**config.mk**
```make
export PLATFORM = sky130hd
export DESIGN_NAME = avr3_fin
export DESIGN_NICKNAME = d
export VERILOG_FILES = /design/src/hdl/avr3_pkg.sv /design/src/hdl/avr3_fin.sv
export SDC_FILE = /design/constraint.sdc
export NUM_CORES = 2
export LEC_CHECK = 0
export BUFFER_PORTS_ARGS = -buffer_cell sky130_fd_sc_hd__buf_4
export CORE_AREA = 2 2 314 316
export CTS_CLUSTER_DIAMETER = 120
export DETAILED_ROUTE_END_ITERATION = 10
export DIE_AREA = 0 0 316 318
export REMOVE_ABC_BUFFERS = 1
export SLEW_MARGIN = 40
export SYNTH_ARGS = -nofsm -noshare
export SYNTH_HDL_FRONTEND = slang
export SYNTH_SLANG_ARGS = --single-unit
```
**constraint.sdc**
```tcl
create_clock -name clk -period 9.9 [get_ports clk]
set_input_delay 2.475 -clock clk [delete_from_list [all_inputs] [get_ports clk]]
set_output_delay 2.475 -clock clk [all_outputs]
set_load 0.02 [all_outputs]
```
**src/hdl/avr3_pkg.sv**
```systemverilog
// Shared constants for the 3D axis vector rotation core.
// Holds the CORDIC arctangent table, the gain correction constant and the guard width.
// No dependencies.
package avr3_pkg;

  localparam int GUARD_BITS = 12;

  // Inverse CORDIC gain, unsigned Q32
  localparam logic [31:0] GAIN_INV_Q32 = 32'h9B74EDA8;

  // atan(2^-i) in units of 2^-32 turn
  localparam logic [31:0] ATAN_TURN [32] = '{
    32'h20000000, 32'h12E4051E, 32'h09FB385B, 32'h051111D4,
    32'h028B0D43, 32'h0145D7E1, 32'h00A2F61E, 32'h00517C55,
    32'h0028BE53, 32'h00145F2F, 32'h000A2F98, 32'h000517CC,
    32'h00028BE6, 32'h000145F3, 32'h0000A2FA, 32'h0000517D,
    32'h000028BE, 32'h0000145F, 32'h00000A30, 32'h00000518,
    32'h0000028C, 32'h00000146, 32'h000000A3, 32'h00000051,
    32'h00000029, 32'h00000014, 32'h0000000A, 32'h00000005,
    32'h00000003, 32'h00000001, 32'h00000001, 32'h00000000
  };

endpackage

```
**src/hdl/avr3_fin.sv**
```systemverilog
// Gain correction, rounding and saturation of one rotated coordinate, four stages.
// Magnitude, Q32 gain multiply split in two 32-bit halves, sum, round and clip. Uses avr3_pkg.
module avr3_fin #(
  parameter int CW = 32,
  parameter int W  = 47
) (
  input  logic                clk,
  input  logic [3:0]          en,
  input  logic signed [W-1:0] v_in,
  output logic [CW-1:0]       res,
  output logic                sat
);
  import avr3_pkg::*;

  localparam logic [63:0] HALF   = 64'd1 << (GUARD_BITS - 1);
  localparam logic [63:0] NEGLIM = 64'd1 << (CW - 1);
  localparam logic [63:0] POSLIM = NEGLIM - 64'd1;

  logic [W-1:0]  m_nxt, m_r;
  logic          neg0_r, neg1_r, neg2_r;
  logic [63:0]   m64;
  logic [63:0]   ph_nxt, pl_nxt, ph_r, pl_r;
  logic [63:0]   q_nxt, q_r;
  logic [63:0]   rnd;
  logic [CW-1:0] res_nxt, res_r;
  logic          sat_nxt, sat_r;

  always_comb begin
    m_nxt  = v_in[W-1] ? (W'(0) - $unsigned(v_in)) : $unsigned(v_in);
    m64    = 64'(m_r);
    ph_nxt = 64'(m64[63:32]) * 64'(GAIN_INV_Q32);
    pl_nxt = 64'(m64[31:0]) * 64'(GAIN_INV_Q32);
    q_nxt  = ph_r + (pl_r >> 32);
    rnd    = (q_r + HALF) >> GUARD_BITS;
    sat_nxt = 1'b0;
    // round half away from zero, then clip to the coordinate range
    if (neg2_r) begin
      if (rnd > NEGLIM) begin
        res_nxt = CW'(NEGLIM);
        sat_nxt = 1'b1;
      end else begin
        res_nxt = CW'(64'd0 - rnd);
      end
    end else begin
      if (rnd > POSLIM) begin
        res_nxt = CW'(POSLIM);
        sat_nxt = 1'b1;
      end else begin
        res_nxt = CW'(rnd);
      end
    end
  end

  always_ff @(posedge clk) begin
    if (en[0]) begin
      m_r    <= m_nxt;
      neg0_r <= v_in[W-1];
    end
    if (en[1]) begin
      ph_r   <= ph_nxt;
      pl_r   <= pl_nxt;
      neg1_r <= neg0_r;
    end
    if (en[2]) begin
      q_r    <= q_nxt;
      neg2_r <= neg1_r;
    end
    if (en[3]) begin
      res_r <= res_nxt;
      sat_r <= sat_nxt;
    end
  end

  assign res = res_r;
  assign sat = sat_r;

endmodule

```
### Yosys cells after proc, flatten, opt, wreduce, memory -nomap -nowiden

Index checks and enable logic that the tools add are counted.

| cells by class | value |
|---|---|
| add/subtract/negate cells | 4 |
| multipliers | 2 |
| order comparisons | 2 |
| multiplexer cells | 7 |

Operators with widths:

| operator | count |
|---|---|
| $mux 32 | 3 |
| $add 64x12->64 const B | 1 |
| $mul 32x29->61 const B | 1 |
| $gt 52x31->1 const B | 1 |
| $gt 52x32->1 const B | 1 |
| $add 47x32->48 | 1 |
| $sub 1x47->47 const A | 1 |
| $mux 46 | 1 |
| $mul 15x29->44 const B | 1 |
| $sub 1x32->32 const A | 1 |
| $mux 1 | 3 |

| word-level totals | value |
|---|---|
| bits in registers | 252 |
| input bits | 52 |
| output and inout bits | 33 |

### Longest topological paths before layout

| depth | value |
|---|---|
| word-level depth | 4 |
| gate-level depth with buffers | 24 |
| mapped depth without buffers | 24 |

### Worst setup path before layout

Ideal clock, no wire load.

| timing path | value |
|---|---|
| kind | reg-to-reg |
| start point | register m_r[13] |
| end point | register pl_r[63], data pin |
| arrival time | 7.157 ns |
| path slack | 2.477 ns |
| cell stages (with the launch flop) | 25 |
| buffers on the path | 0 |
| cells stage by stage | edfxtp_1 -> inv_1 -> fa_1 -> fa_1 -> inv_1 -> fa_1 -> inv_1 -> fa_1 -> inv_1 -> fa_1 -> fa_1 -> fa_1 -> inv_1 -> fa_1 -> inv_1 -> ha_1 -> and3_1 -> nand2_1 -> a211o_1 -> a211oi_1 -> nor3_1 -> o31a_1 -> o31a_1 -> o41ai_1 -> xnor2_1 |

| between the ends | value |
|---|---|
| cells in the longest elaborated chain, start to end | 1 |

RTL lines:

| element | RTL line | text |
|---|---|---|
| start, declared | avr3_fin.sv:19 | `logic [W-1:0] m_nxt, m_r;` |
| start signal, assigned | avr3_fin.sv:56 | `m_r <= m_nxt;` |
| $mul 32x29->61 | avr3_fin.sv:32 | `pl_nxt = 64'(m64[31:0]) * 64'(GAIN_INV_Q32);` |
| net pl_nxt[63] | avr3_fin.sv:22 | `logic [63:0] ph_nxt, pl_nxt, ph_r, pl_r;` |
| end signal, assigned | avr3_fin.sv:61 | `pl_r <= pl_nxt;` |
| end, declared | avr3_fin.sv:22 |  |

The timed path passes the listed nets, and every way through them passes these cells.
A chain may end at the register's enable or synchronous reset.

### Worst setup path in the final report

| timing path | value |
|---|---|
| start point | register m_r[12] |
| end point | register pl_r[63], data pin |

The elaborated chain is that of the path after synthesis.

==> results.yml <==
cts:
  htreeDepth: 4
  root_buffer: "clkbuf_16"
  clock_latency_ns: 0.50
  cts_buffers: 17
  cts.sinks: 193
  clkTransAtPathRegs_ns: 0.11
  tritoncts: "built"
  cts_resized: 0
  clockBufferDepth: 2
  cts_hold_buf: 0
  post-cts-setup-buffer-count: 0
worst_hold_path:
  hp-class: "flip-flop to flip-flop"
global_routing:
  grt_pass1_vias: 24500
  antenna_found_initial: 1
  grt_pass1_wl_mm: 145
  grt_use_total: 0.190
  grt_overflow: 0
  grt_max_degree: 75
timing:
  finalCritPeriodShare: 0.837
  setup_slack_ns: 1.61
  fin_tns_setup_ns: 0
  finalMaxSlewViolations: 0
  max_freq_mhz: 121
  rsz0062_at_grt: "no"
  worstMarginPinSlew_ns: 0.819
  final.setup_skew_ns: 0.0315
  finalSetupViolCount: 0
  timing.final.hold_violations: 0
  slew_headroom: 0.450
  fin_crit_ns: 8.29
synthesis:
  syn_avg_cell_area_um2: 10.4
  synth_fa_ha_area_frac: 0.536
  synth.area.mux_share: 0.00358
  synthXorXnorAreaFrac: 0.0425
  synth_ff_type: "edfxtp_1"
  async_reset_ff_frac: 0
  synth-edff-count: 193
  postSynthCellCount: 3419
  synth_compound_area_frac: 0.0839
  synth_top_family_by_area: "adder cells"
  ys_seq_elements: 193
  ys_warn_count: 0
  syn-cell-area_um2: 35600
  synth-simple-area-share: 0.0670
  yosysSeqAreaShare: 0.163
  yosysUniqueCellTypes: 69
floorplan:
  initial_core_util: 0.366
  coreArea_um2: 97400
  design.die.area_um2: 100000
  io_pins: 85
  num_rows: 115
  die_h_um: 318
  die_width_um: 316
critical_path:
  worstPathRequired_ns: 10.12
  worstPathArrival_ns: 8.50
  crit_fanout: 7
  worstSetupPathType: "flip-flop to flip-flop"
  crit_path_start_kind: "flip-flop"
  end_kind: "flip-flop"
detailed_routing:
  drtAntennaViolNets: 0
  dr_wl_met3_mm: 5.71
  via_per_inst: 4.90
  route.vias.total: 23500
  wl_met1_mm: 43.9
  drc: 0
  first_pass_iters: 7
  drt_iter0_markers: 1516
  met2_length_mm: 39.7
  top_layer: "met4"
  drt-total-wl_mm: 91.9
  detail_route.wl_per_cell_um: 19.2
placement:
  dpl.hpwl_mm: 81.7
  port_buffers: 84
  dp_slack_ns: 1.71
  place_congestion: 1.02
finish:
  n_antenna_cell: 0
  finalCoreUtilization: 0.394
  nFillCells: 9527
  num-nets-final: 4693
  areaGrowthSynthToFinish_pct: 7.84
  drive_above_1_share: 0.0462
run_status:
  outcome: "finished clean"
run:
  cap_violations: 0
==> state kept, by name, indices dropped and copies added, names as in the netlist <==
name / cells
m_r: 47
ph_r: 44
q_r: 37
res: 32
pl_r: 29
neg0_r: 1
neg1_r: 1
neg2_r: 1
sat: 1
==> synthesized netlist by cell type, drive strengths merged, types with 12 or more instances <==
| cell | count | share of area |
|---|---|---|
| inv | 952 | 0.10 |
| fa | 625 | 0.35 |
| ha | 526 | 0.18 |
| edfxtp | 193 | 0.16 |
| xnor2 | 129 | 0.032 |
| a21oi | 113 | 0.016 |
| nand2 | 100 | 0.011 |
| nor2 | 77 | 0.0081 |
| o21ai | 73 | 0.010 |
| a21o | 67 | 0.014 |
| nand3 | 48 | 0.0067 |
| xor2 | 44 | 0.011 |
| clkbuf | 41 | 0.0043 |
| nor3 | 41 | 0.0059 |
| nand4 | 35 | 0.0061 |
| and3 | 29 | 0.0051 |
| nand2b | 19 | 0.0033 |
| a211oi | 18 | 0.0038 |
| or4 | 17 | 0.0041 |
| nor2b | 16 | 0.0028 |
| o31ai | 16 | 0.0034 |
| a31oi | 15 | 0.0026 |
| o21bai | 15 | 0.0032 |
| o2111ai | 14 | 0.0034 |
| o21a | 14 | 0.0029 |
| or3 | 14 | 0.0026 |
| or2 | 13 | 0.0023 |
| and4 | 12 | 0.0029 |
==> cells in the final DEF (no fill, tap or decap), types with 13 or more instances in the layout <==
| cell | n |
|---|---|
| a211oi_1 | 18 |
| a21o_1 | 67 |
| a21oi_1 | 112 |
| a31oi_1 | 15 |
| and3_1 | 29 |
| buf_4 | 92 |
| clkbuf_16 | 17 |
| edfxtp_1 | 193 |
| fa_1 | 625 |
| ha_1 | 526 |
| inv_1 | 952 |
| nand2_1 | 100 |
| nand2b_1 | 19 |
| nand3_1 | 48 |
| nand4_1 | 35 |
| nor2_1 | 77 |
| nor2b_1 | 16 |
| nor3_1 | 40 |
| o2111ai_1 | 14 |
| o21a_1 | 14 |
| o21ai_0 | 73 |
| o21bai_1 | 15 |
| o31ai_1 | 16 |
| or2_2 | 13 |
| xnor2_1 | 129 |
| xor2_1 | 44 |
==> final timing paths <==
| kind | from | endpoint | slack, ns | cells after the start |
|---|---|---|---|---|
| max | m_r[12] | pl_r[63] | 1.61 | 24 |
| min | neg1_r | neg2_r | 0.43 | 0 |
| max reg2reg | m_r[12] | pl_r[63] | 1.61 | 24 |
| min reg2reg | neg1_r | neg2_r | 0.43 | 0 |
==> logic make-up after synthesis <==
logic type               Yosys count
adder cells (fa/ha/maj)         1151
XOR/XNOR                         173
AND/OR/NAND/NOR                  451
flip-flops                       193
multiplexers                      12
buffers and inverters            993
AO/OA/AOI/OAI                    446
==> metrics by stage <==
step | hold WS [ns] | std cells | instance area (um2)
final | 0.429 | 4790 | 38400
after global routing | 0.433 | 4790 | 38400
after CTS | 0.432 | 4790 | 38400
after detailed placement | 0.412 | 4758 | 37800
after global placement | 0.407 | 4758 | 37800
after floorplan | 0.400 | 3378 | 35500
==> critical path: stages (launching register included) <==
cell and delay (ns):
edfxtp_1 0.63, inv_1 0.26, fa_1 0.53, fa_1 0.51
inv_1 0.05, fa_1 0.50, inv_1 0.05, fa_1 0.50
inv_1 0.07, fa_1 0.51, fa_1 0.56, fa_1 0.56
inv_1 0.05, fa_1 0.50, inv_1 0.04, ha_1 0.32
and3_1 0.26, nand2_1 0.09, a211o_1 0.29, a211oi_1 0.32
nor3_1 0.17, o31a_1 0.34, o31a_1 0.36, o41ai_1 0.40
xnor2_1 0.13
==> layer usage <==
layer / GRT usage / vias to the layer above
met5: 0 / -
met4: 0.0554 / 0
met3: 0.0430 / 91
met2: 0.277 / 540
met1: 0.280 / 11700
li1: - / 11200
==> layout make-up <==
class	count	area, um2	share of cell area
Timing Repair Buffer	93	702	0.0183
Sequential cell	193	5800	0.151
Multi-Input combinational cell	2233	26100	0.680
Inverter	952	3570	0.0930
Clock buffer	17	425	0.0111
Clock inverter	15	208	0.00540
Tap cell	1287	1610	0.0419
Power is not shown: default switching activity piles up to over one toggle a cycle in this logic, so the estimate is an artifact.
