--- src/hdl/avr3_pkg.sv ---
// Shared constants for the 3D axis vector rotation core.
// Holds the CORDIC arctangent table, the gain correction constant and the guard width.
// No dependencies.
package avr3_pkg;

  localparam int GUARD_BITS = 12;

  // Inverse CORDIC gain, unsigned Q32
  localparam logic [31:0] GAIN_INV_Q32 = 32'h9B74EDA8;

  // atan(2^-i) in units of 2^-32 turn
  localparam logic [31:0] ATAN_TURN [32] = '{
    32'h20000000, 32'h12E4051E, 32'h09FB385B, 32'h051111D4,
    32'h028B0D43, 32'h0145D7E1, 32'h00A2F61E, 32'h00517C55,
    32'h0028BE53, 32'h00145F2F, 32'h000A2F98, 32'h000517CC,
    32'h00028BE6, 32'h000145F3, 32'h0000A2FA, 32'h0000517D,
    32'h000028BE, 32'h0000145F, 32'h00000A30, 32'h00000518,
    32'h0000028C, 32'h00000146, 32'h000000A3, 32'h00000051,
    32'h00000029, 32'h00000014, 32'h0000000A, 32'h00000005,
    32'h00000003, 32'h00000001, 32'h00000001, 32'h00000000
  };

endpackage

--- src/hdl/avr3_cell.sv ---
// One CORDIC rotation stage: a micro-rotation by +/- atan(2^-IDX), registered.
// Carries the request's side band alongside. Uses avr3_pkg.
module avr3_cell #(
  parameter int W   = 47,
  parameter int SBW = 98,
  parameter int IDX = 0
) (
  input  logic                clk,
  input  logic                en,
  input  logic signed [W-1:0] a_in,
  input  logic signed [W-1:0] b_in,
  input  logic [31:0]         z_in,
  input  logic [SBW-1:0]      sb_in,
  output logic signed [W-1:0] a_out,
  output logic signed [W-1:0] b_out,
  output logic [31:0]         z_out,
  output logic [SBW-1:0]      sb_out
);
  import avr3_pkg::*;

  logic signed [W-1:0] da, db;
  logic signed [W-1:0] a_nxt, b_nxt;
  logic [31:0]         z_nxt;
  logic signed [W-1:0] a_r, b_r;
  logic [31:0]         z_r;
  logic [SBW-1:0]      sb_r;

  always_comb begin
    da = b_in >>> IDX;
    db = a_in >>> IDX;
    // drive the residual angle toward zero
    if (!z_in[31]) begin
      a_nxt = a_in - da;
      b_nxt = b_in + db;
      z_nxt = z_in - ATAN_TURN[IDX];
    end else begin
      a_nxt = a_in + da;
      b_nxt = b_in - db;
      z_nxt = z_in + ATAN_TURN[IDX];
    end
  end

  always_ff @(posedge clk) begin
    if (en) begin
      a_r  <= a_nxt;
      b_r  <= b_nxt;
      z_r  <= z_nxt;
      sb_r <= sb_in;
    end
  end

  assign a_out  = a_r;
  assign b_out  = b_r;
  assign z_out  = z_r;
  assign sb_out = sb_r;

endmodule

--- config.mk ---
export PLATFORM = sky130hd
export DESIGN_NAME = avr3_cell
export DESIGN_NICKNAME = d
export VERILOG_FILES = /design/src/hdl/avr3_pkg.sv /design/src/hdl/avr3_cell.sv
export SDC_FILE = /design/constraint.sdc
export NUM_CORES = 1
export LEC_CHECK = 0
export ABC_AREA = 1
export ABC_CLOCK_PERIOD_IN_PS = 3500
export BUFFER_PORTS_ARGS = -buffer_cell sky130_fd_sc_hd__buf_2
export CAP_MARGIN = 20
export CORE_MARGIN = 1.5
export CORE_UTILIZATION = 45
export DETAILED_ROUTE_END_ITERATION = 8
export PLACE_DENSITY = 0.69
export SYNTH_ARGS = -nofsm -noshare
export SYNTH_HDL_FRONTEND = slang
export SYNTH_SLANG_ARGS = --single-unit
--- constraint.sdc ---
create_clock -name clk -period 3.5 [get_ports clk]
set_input_delay 0.35 -clock clk [delete_from_list [all_inputs] [get_ports clk]]
set_output_delay 0.35 -clock clk [all_outputs]
set_load 0.01 [all_outputs]
# Word-level counts from Yosys, hierarchy flattened
# Cells that the tools add are included.
# op_classes
add_sub_neg	5
mux	3
# ops
cell	count
$mux W47	2
$sub A47 B47 Y47	2
$add A47 B47 Y47	1
$add A32 B30 Y32 const B	1
$mux W32	1
$sub A32 B30 Y32 const B	1
# word_totals
reg_bits	224
inputBits	226
out_inout_bits	224
elab_cells	12

# Logic depth before layout (Yosys ltp)
# Gate-level depths: netlist of run 1.
# logic_depth
ltp_word	2
ltp_mapped	18
depth_no_buf	17

# Least setup slack after synthesis of run 1
# OpenSTA, ideal clock, no wires.
# synth_timing
path_type	in2reg
from	input b_in[0]
to	register b_r[32] (netlist: b_out[32]), data pin
setup_time_ns	0.253
arrival_ns	1.840
t_required_ns	3.247
slack_ns	1.407
stages	11
path_buffers	0
cell_sequence	inv_1 -> ha_1 -> fa_1 -> o21ai_1 -> a21oi_1 -> o21ai_2 -> nand2_1 -> nand2_1 -> nand2_1 -> nand3_1 -> nand2_1
# synth_between
elab_chain_len	2
word_cells_on_any_way	3
classes_between	add/sub: 2; mux: 1
# synth_rtl
item	line_no	rtl
from (decl)	avr3_cell.sv:11	input logic signed [W-1:0] b_in,
$add A47 B47 Y47 / $sub A47 B47 Y47 (equally long branches)	avr3_cell.sv:34, avr3_cell.sv:38	
$mux W47 *	avr3_cell.sv:32	if (!z_in[31]) begin
net b_nxt[32]	avr3_cell.sv:22	logic signed [W-1:0] a_nxt, b_nxt;
to (signal assigned)	avr3_cell.sv:46	b_r <= b_nxt;
to (decl)	avr3_cell.sv:24	logic signed [W-1:0] a_r, b_r;
# Mark *: on every way through the listed nets, which the timed path passes. The rest lies on a longest branch.
# A chain may end at the register's enable or synchronous reset.

# Final worst setup path of run 1
# layout_timing
from	input a_in[34]
to	register a_r[39] (netlist: a_out[39]), data pin
# layout_between
elab_chain_len	2
word_cells_on_any_way	3
classes_between	add/sub: 2; mux: 1
# layout_rtl
item	line_no	rtl
from (decl)	avr3_cell.sv:10	input logic signed [W-1:0] a_in,
$sub A47 B47 Y47 / $add A47 B47 Y47 (equally long branches)	avr3_cell.sv:33, avr3_cell.sv:37	
$mux W47 *	avr3_cell.sv:32	
net a_nxt[39]	avr3_cell.sv:22	
to (signal assigned)	avr3_cell.sv:45	a_r <= a_nxt;
to (decl)	avr3_cell.sv:24	
# Marked as above.

==> flow_metrics.env, run 1 <==
export IMPL_cp_start_kind="primary input"
export IMPL_grt_pass1_vias=20500
export IMPL_area_growth_synth_to_final_pct=25.8
export IMPL_ios=450
export IMPL_cts_sinks=223
export IMPL_routed_wl_um=84100
export IMPL_status="completed"
export IMPL_cts_tree="built"
export IMPL_syn_nets=3226
export IMPL_cp_end_kind="flip-flop"
export IMPL_drt_iter0_drc=1809
export IMPL_worstHoldPathCells=2
export IMPL_grt_ovfl_total=0
export IMPL_placementRows=75
export IMPL_cts_root_buf="clkbuf_16"
export IMPL_htree_levels=1
export IMPL_seqCellArea_um2=6700
export IMPL_preCtsSetupSlack_ns=0.482
export IMPL_grt_use_total_pct=37.1
export IMPL_portBuffers=449
export IMPL_synth_common_cells="nand2_1, inv_1, nand3_1"
export IMPL_ctsLongestPathBuffers=3
export IMPL_synth_edf_count=223
export IMPL_highest_layer="met4"
export IMPL_hold_path_class="in2reg"
export IMPL_grt_max_degree=122
export IMPL_crit_chain="buf_2, inv_1, ha_1, nand2_1, nor2_1, nand2_1, nor2_2, nand2_1, nor2_1, nor2_1, nand2_1, nand2_1, nand3_1, nand2_1"
export IMPL_slew_headroom_pct=48.5
export IMPL_yosys_area_top_type="edfxtp_1"
export IMPL_synth_top_area_share_pct=34.6
export IMPL_min_period_ns=2.46
export IMPL_vias_per_cell=5.27
export IMPL_yosysSeqAreaShare_pct=34.6
export IMPL_setup_slack_ns=1.04
export IMPL_p_leak_nw=13.1
export IMPL_fin_crit_sh_pct=70.2
export IMPL_drv_cap=0
export IMPL_cp_max_fo=12
export IMPL_fin_util_pct=57.7
export IMPL_setup_viol=0
export IMPL_worst_path_most_repeated_cell="nand2_1"
export IMPL_syn_area_um2=19400
export IMPL_fin_setup_tns_ns=0
export IMPL_peakVddDrop_v=0.000411
export IMPL_drive_above_1_share_pct=17.7
export IMPL_hold_path_end="z_out[29]"
export IMPL_ant_nets=0
export IMPL_synthTopCellsByArea="edfxtp_1, nand2_1, inv_1, ha_1, nand3_1"
export IMPL_wire_per_inst_um=21.1
export IMPL_dr_wl_met2_um=38400
export IMPL_critPathRequiredTime_ns=3.83
export IMPL_numCtsBuffers=26
export IMPL_drv_slew=0
export IMPL_ys_async_sr_fraction_pct=0
export IMPL_start_util_pct=45.8
export IMPL_syn_inst=2843
export IMPL_synth_cell_types=42
export IMPL_criticalPathCategory="in2reg"
export IMPL_power_density_nw_per_um2=395
export IMPL_multi_input_area_um2=10100
export IMPL_die_w_um=210
export IMPL_synth_flop_cell="edfxtp_1"
export IMPL_timing_fmax_mhz=407
export IMPL_vias=21000
export IMPL_dr_wl_met3_um=6670
export IMPL_synth_most_common_cell="nand2_1"
export IMPL_wl_met1_um=33500
export IMPL_final_hold_viol_count=0
export IMPL_arrival_ns=2.79
export IMPL_ys_seq_elements=223
export IMPL_core_area_um2=42200
export IMPL_fp_dieH_um=210
export IMPL_post_route_drc_count=0
export IMPL_antenna_found_initial=1
export IMPL_gp_congestion=1.02
export IMPL_ys_warn_count=0
export IMPL_nNetsFinal=3801
export IMPL_drt_first_pass_iters=8
export IMPL_syn_avg_cell_area_um2=6.81
export IMPL_max_slew_worst_pin_slew_ns=0.772
export IMPL_clkTransAtPathRegs_ns=0.06
export IMPL_dp_cells=3802
export IMPL_stdcell_area_um2=24400
export IMPL_place_area_um2=22200
export IMPL_critPathSlowestCell="ha_1"
export IMPL_fin_cells=3978
export IMPL_setup_worst_path_start="a_in[34]"
export IMPL_hp_start="z_in[29]"
export IMPL_rsz0062_at_grt="false"
export IMPL_dieArea_um2=44300
export IMPL_slowest_delay_ns=0.60
export IMPL_dp_hpwl_um=67300
export IMPL_fill_cells=4085
export IMPL_grt_pass1_wl_um=122000
-- cell type report --
class | instances | share of cell area [%]
multi-input cells | 2000 | 41.6
clock buffers | 29 | 2.72
repair buffers | 611 | 15.7
flip-flops and latches | 223 | 27.5
diodes | 1 | 0.0103
inverters | 556 | 8.57
clock inverters | 19 | 1.08
well taps | 539 | 2.77
-- worst max-delay path by stage --
stage / end / slack, ns / cells past startpoint
floorplan: b_out[32] / 1.41 / 11
global placement: a_out[39] / 0.53 / 14
detailed placement: a_out[39] / 0.48 / 14
CTS: a_out[39] / 1.10 / 14
global route: a_out[34] / 0.92 / 16
finish: a_out[39] / 1.04 / 14
-- report_power, final --
| group | switching, mW | internal, mW | total (mW) |
|---|---|---|---|
| registers | 0.0975 | 3.29 | 3.39 |
| logic | 2.17 | 1.02 | 3.20 |
| clock network | 1.22 | 1.81 | 3.03 |
-- sequential cells by signal, summed over array words and instances (netlist names) --
signal	cells
sb_out	98
a_out	47
b_out	46
z_out	32
-- metal layers --
layer  global-route usage [%]  up-vias
met4                     21.0        0
li1                         -    10000
met5                        0        -
met2                     61.4      996
met3                     5.23      232
met1                     46.6     9751
-- through the flow --
step / total power, mW / hold WS, ns
2_1_floorplan: 5.13 / 0.449
3_3_place_gp: 6.39 / 0.527
3_5_place_dp: 6.41 / 0.528
4_1_cts: 9.53 / 0.0573
5_1_grt: 10.0 / 0.0653
6_report: 9.62 / 0.0741
-- placed cells by master (no fill, tap or decap), types with 12 or more instances in the layout --
cell type,Yosys,layout
nand2_1,988,988
inv_1,545,544
buf_2,15,448
nand3_1,227,227
nor2_1,226,226
edfxtp_1,223,223
ha_1,153,153
dlygate4sd3_1,0,127
a21oi_1,117,117
o21ai_0,84,84
nand4_1,36,36
nor2_2,32,32
buf_4,31,32
clkbuf_16,0,26
xor2_1,24,24
o21bai_1,23,23
nand2_2,16,16
inv_2,11,12
-- cell families after synthesis --
| family | after synthesis | share of synthesized area, % |
|---|---|---|
| mux | 1 | 0.0517 |
| xor+xnor | 26 | 1.18 |
| compound gates | 258 | 7.29 |
| simple gates | 1558 | 33.6 |
| flops | 223 | 34.6 |
| buf+inv | 620 | 13.0 |
| fa+ha+maj | 157 | 10.3 |
-- critical path, delay by kind of cell --
kind,cells,cell delay [ns]
buf+inv,2,0.14
simple gates,11,1.69
fa+ha+maj,1,0.60
-- repair_timing --
| item | CTS | global route |
|---|---|---|
| resized for setup | 0 | 0 |
| setup buffers | 0 | 0 |
| hold buffers | 127 | 0 |
| endpoints found under the hold margin | 127 | 0 |
(Power assumes the default switching activity.)
==> run 2: changes to the inputs <==
Settings changed: ABC_AREA 1 to 0, ABC_CLOCK_PERIOD_IN_PS 3500 to 2200, PLACE_DENSITY 0.69 to 0.73.
Clock period 3.5 ns to 2.2 ns, I/O delays scaled along.
==> run 2 against run 1 <==
- the flow now finishes with violations (negative setup slack)
- worst hold slack lost 0.042 ns
- count of clock-buffer cells in the layout shrank 1
- total power grew 77%
- largest power group is now combinational cells
- sequential share of layout area shrank 3.1 points
- clock power grew 43%
- via count shrank 6.2%
- synthesized area shrank 19%
- critical path depth is the same
- utilization grew 22 points
- design area grew 13%
==> flow_metrics.env, run 2 <==
export IMPL_path_depth=14
export IMPL_p_sw_mw=6.22
export IMPL_synth_edf_count=223
export IMPL_gp_congestion=1.04
export IMPL_ant_nets=0
export IMPL_drive_above_1_share_pct=50.2
export IMPL_grt_max_degree=70
export IMPL_ctsLongestPathBuffers=3
export IMPL_hp_start="z_in[30]"
export IMPL_die_w_um=190
export IMPL_swShare_pct=36.6
export IMPL_grt_use_total_pct=44.7
export IMPL_status="finished, violations left"
export IMPL_drt_iter0_drc=2837
export IMPL_seqCellArea_um2=6700
export IMPL_cp_end_kind="flip-flop"
export IMPL_post_route_drc_count=0
export IMPL_synth_top_area_share_pct=42.6
export IMPL_violations="negative setup slack"
export IMPL_hold_path_class="in2reg"
export IMPL_fin_cells=3266
export IMPL_timing_fmax_mhz=363
export IMPL_final_common_cell="buf_4"
export IMPL_largest_reg_flops=98
export IMPL_worstHoldPathCells=2
export IMPL_syn_inst=1616
export IMPL_cp_max_fo=3
export IMPL_synth_common_cells="edfxtp_1, a21oi_1, ha_1"
export IMPL_wire_per_inst_um=27.0
export IMPL_grt_pass1_vias=18900
export IMPL_ys_warn_count=0
export IMPL_fin_util_pct=79.8
export IMPL_portBuffers=449
export IMPL_synthTopCellsByArea="edfxtp_1, ha_1, a21oi_1, xnor2_1, o21ai_0"
export IMPL_core_area_um2=34500
export IMPL_stdcell_area_um2=27500
export IMPL_pwr_share_clk_pct=25.6
export IMPL_combPwrFrac_pct=41.5
export IMPL_dp_hpwl_um=58900
export IMPL_synth_most_common_cell="edfxtp_1"
export IMPL_routed_wl_um=88200
export IMPL_cts_tree="built"
export IMPL_cp_buffers_inverters=4
export IMPL_ys_async_sr_fraction_pct=0
export IMPL_synth_cell_types=80
export IMPL_arrival_ns=3.10
export IMPL_dieArea_um2=36100
export IMPL_grt_pass1_wl_um=120000
export IMPL_htree_levels=1
export IMPL_min_period_ns=2.75
export IMPL_crit_family="simple AND/OR/NAND/NOR gates"
export IMPL_peakVddDrop_v=0.000881
export IMPL_fp_dieH_um=190
export IMPL_power_internal_mw=10.8
export IMPL_ios=450
export IMPL_drv_cap=0
export IMPL_syn_area_um2=15700
export IMPL_rsz0062_at_grt="true"
export IMPL_multi_input_area_um2=10100
export IMPL_drv_slew=0
export IMPL_fin_setup_tns_ns=-17.19
export IMPL_cts_root_buf="clkbuf_16"
export IMPL_clkTransAtPathRegs_ns=0.07
export IMPL_criticalPathCategory="in2reg"
export IMPL_vias=19700
export IMPL_critPathSlowestCell="or4_4"
export IMPL_setup_viol=65
export IMPL_yosysSeqAreaShare_pct=42.6
export IMPL_area_growth_synth_to_final_pct=75.0
export IMPL_ys_seq_elements=223
export IMPL_setup_slack_ns=-0.553
export IMPL_max_slew_worst_pin_slew_ns=0.956
export IMPL_place_area_um2=23000
export IMPL_slew_headroom_pct=35.8
export IMPL_synth_flop_cell="edfxtp_1"
export IMPL_slowest_delay_ns=0.57
export IMPL_placementRows=68
export IMPL_vias_per_cell=6.02
export IMPL_syn_nets=1999
export IMPL_fill_cells=2103
export IMPL_hold_path_end="z_out[30]"
export IMPL_fin_crit_sh_pct=125
export IMPL_drt_first_pass_iters=7
export IMPL_yosys_area_top_type="edfxtp_1"
export IMPL_nNetsFinal=3174
export IMPL_p_leak_nw=12.4
export IMPL_final_hold_viol_count=0
export IMPL_final_cell_mix="buf_4, buf_2, edfxtp_1, a21oi_1, dlygate4sd3_1"
export IMPL_worst_path_most_repeated_cell="or4_4"
export IMPL_grt_ovfl_total=0
export IMPL_syn_avg_cell_area_um2=9.73
export IMPL_crit_chain="buf_2, inv_2, ha_4, or4_4, or4_4, a21oi_4, nor4_4, o41ai_4, buf_4, a211oi_4, buf_6, o221a_4, a2bb2oi_2, xnor2_1"
export IMPL_cp_start_kind="primary input"
export IMPL_numCtsBuffers=25
export IMPL_start_util_pct=45.6
export IMPL_seqPwrFrac_pct=33.0
export IMPL_critPathRequiredTime_ns=2.55
export IMPL_antenna_found_initial=3
export IMPL_dp_cells=3001
export IMPL_power_density_nw_per_um2=617
export IMPL_cts_sinks=223
[run 2: cell types whose count changed after synthesis, sizes merged, moves of 27 or more]
cell	delta
a21oi	+75
clkbuf	+28
inv	-421
nand2	-919
nand3	-207
nor2	-141
o31ai	+27
xnor2	+78
[run 2: area by class of cell]
cell class / count / share of cell area [%]
tap: 455 / 2.07
clock buffer: 28 / 2.32
multi-input combinational: 1184 / 36.6
clock inverter: 18 / 0.541
sequential: 223 / 24.3
antenna: 1 / 0.00910
inverter: 142 / 2.23
timing repair buffer: 1215 / 31.9
[run 2: worst max path at each step]
stage	from	to	slack (ns)
floorplan	b_in[7]	a_out[23]	-0.54
global placement	a_in[7]	a_out[46]	-1.24
detailed placement	a_in[0]	a_out[46]	-1.35
CTS	a_in[0]	a_out[46]	-0.37
global route	a_in[25]	a_out[43]	-0.59
finish	a_in[25]	a_out[43]	-0.55
[run 2: per-stage QoR]
step                      worst slack, ns  hold WS [ns]  power (mW)
final                              -0.553        0.0320        17.0
after detailed placement            -1.35         0.398        11.1
after CTS                          -0.368        0.0206        15.9
after global routing               -0.593        0.0474        17.3
after global placement              -1.24         0.397        11.0
after floorplan                    -0.542         0.319        8.03
[run 2: kinds of logic (layout without fill, tap and decap cells)]
logic type / after synthesis / in the layout / synth area share (%)
fa+ha+maj: 157 / 157 / 12.7
other cells: 0 / 1 / 0
buf+inv: 209 / 1403 / 5.18
mux: 25 / 25 / 1.59
flops: 223 / 223 / 42.6
simple gates: 387 / 387 / 12.0
compound gates: 524 / 524 / 20.9
xor+xnor: 91 / 91 / 5.07
[run 2: layer usage]
layer  part of all wire (%)  global-route usage, %  wire length (um)  vias to the layer above
met2                     43                   70.0             38200                     1646
met5                  0.020                      0                18                        -
met3                     13                   9.50             11400                      466
li1                       -                      -                 -                     8260
met4                    7.6                   24.0              6700                        2
met1                     36                   57.9             31800                     9294
[run 2: what timing repair did]
action,in CTS,in global routing
endpoints found under the hold margin,128,0
hold buffers,128,0
pin swaps,114,130
endpoints found under the setup margin,63,68
setup buffers,58,46
resized for setup,224,170
[run 2: power by group through the flow]
stage                     Combinational (mW)  Clock [mW]  Sequential (mW)
final                                   7.04        4.34             5.60
after global routing                    7.30        4.41             5.60
after CTS                               6.21        4.17             5.53
after detailed placement                5.48           0             5.60
after global placement                  5.42           0             5.58
after floorplan                         2.21           0             5.83
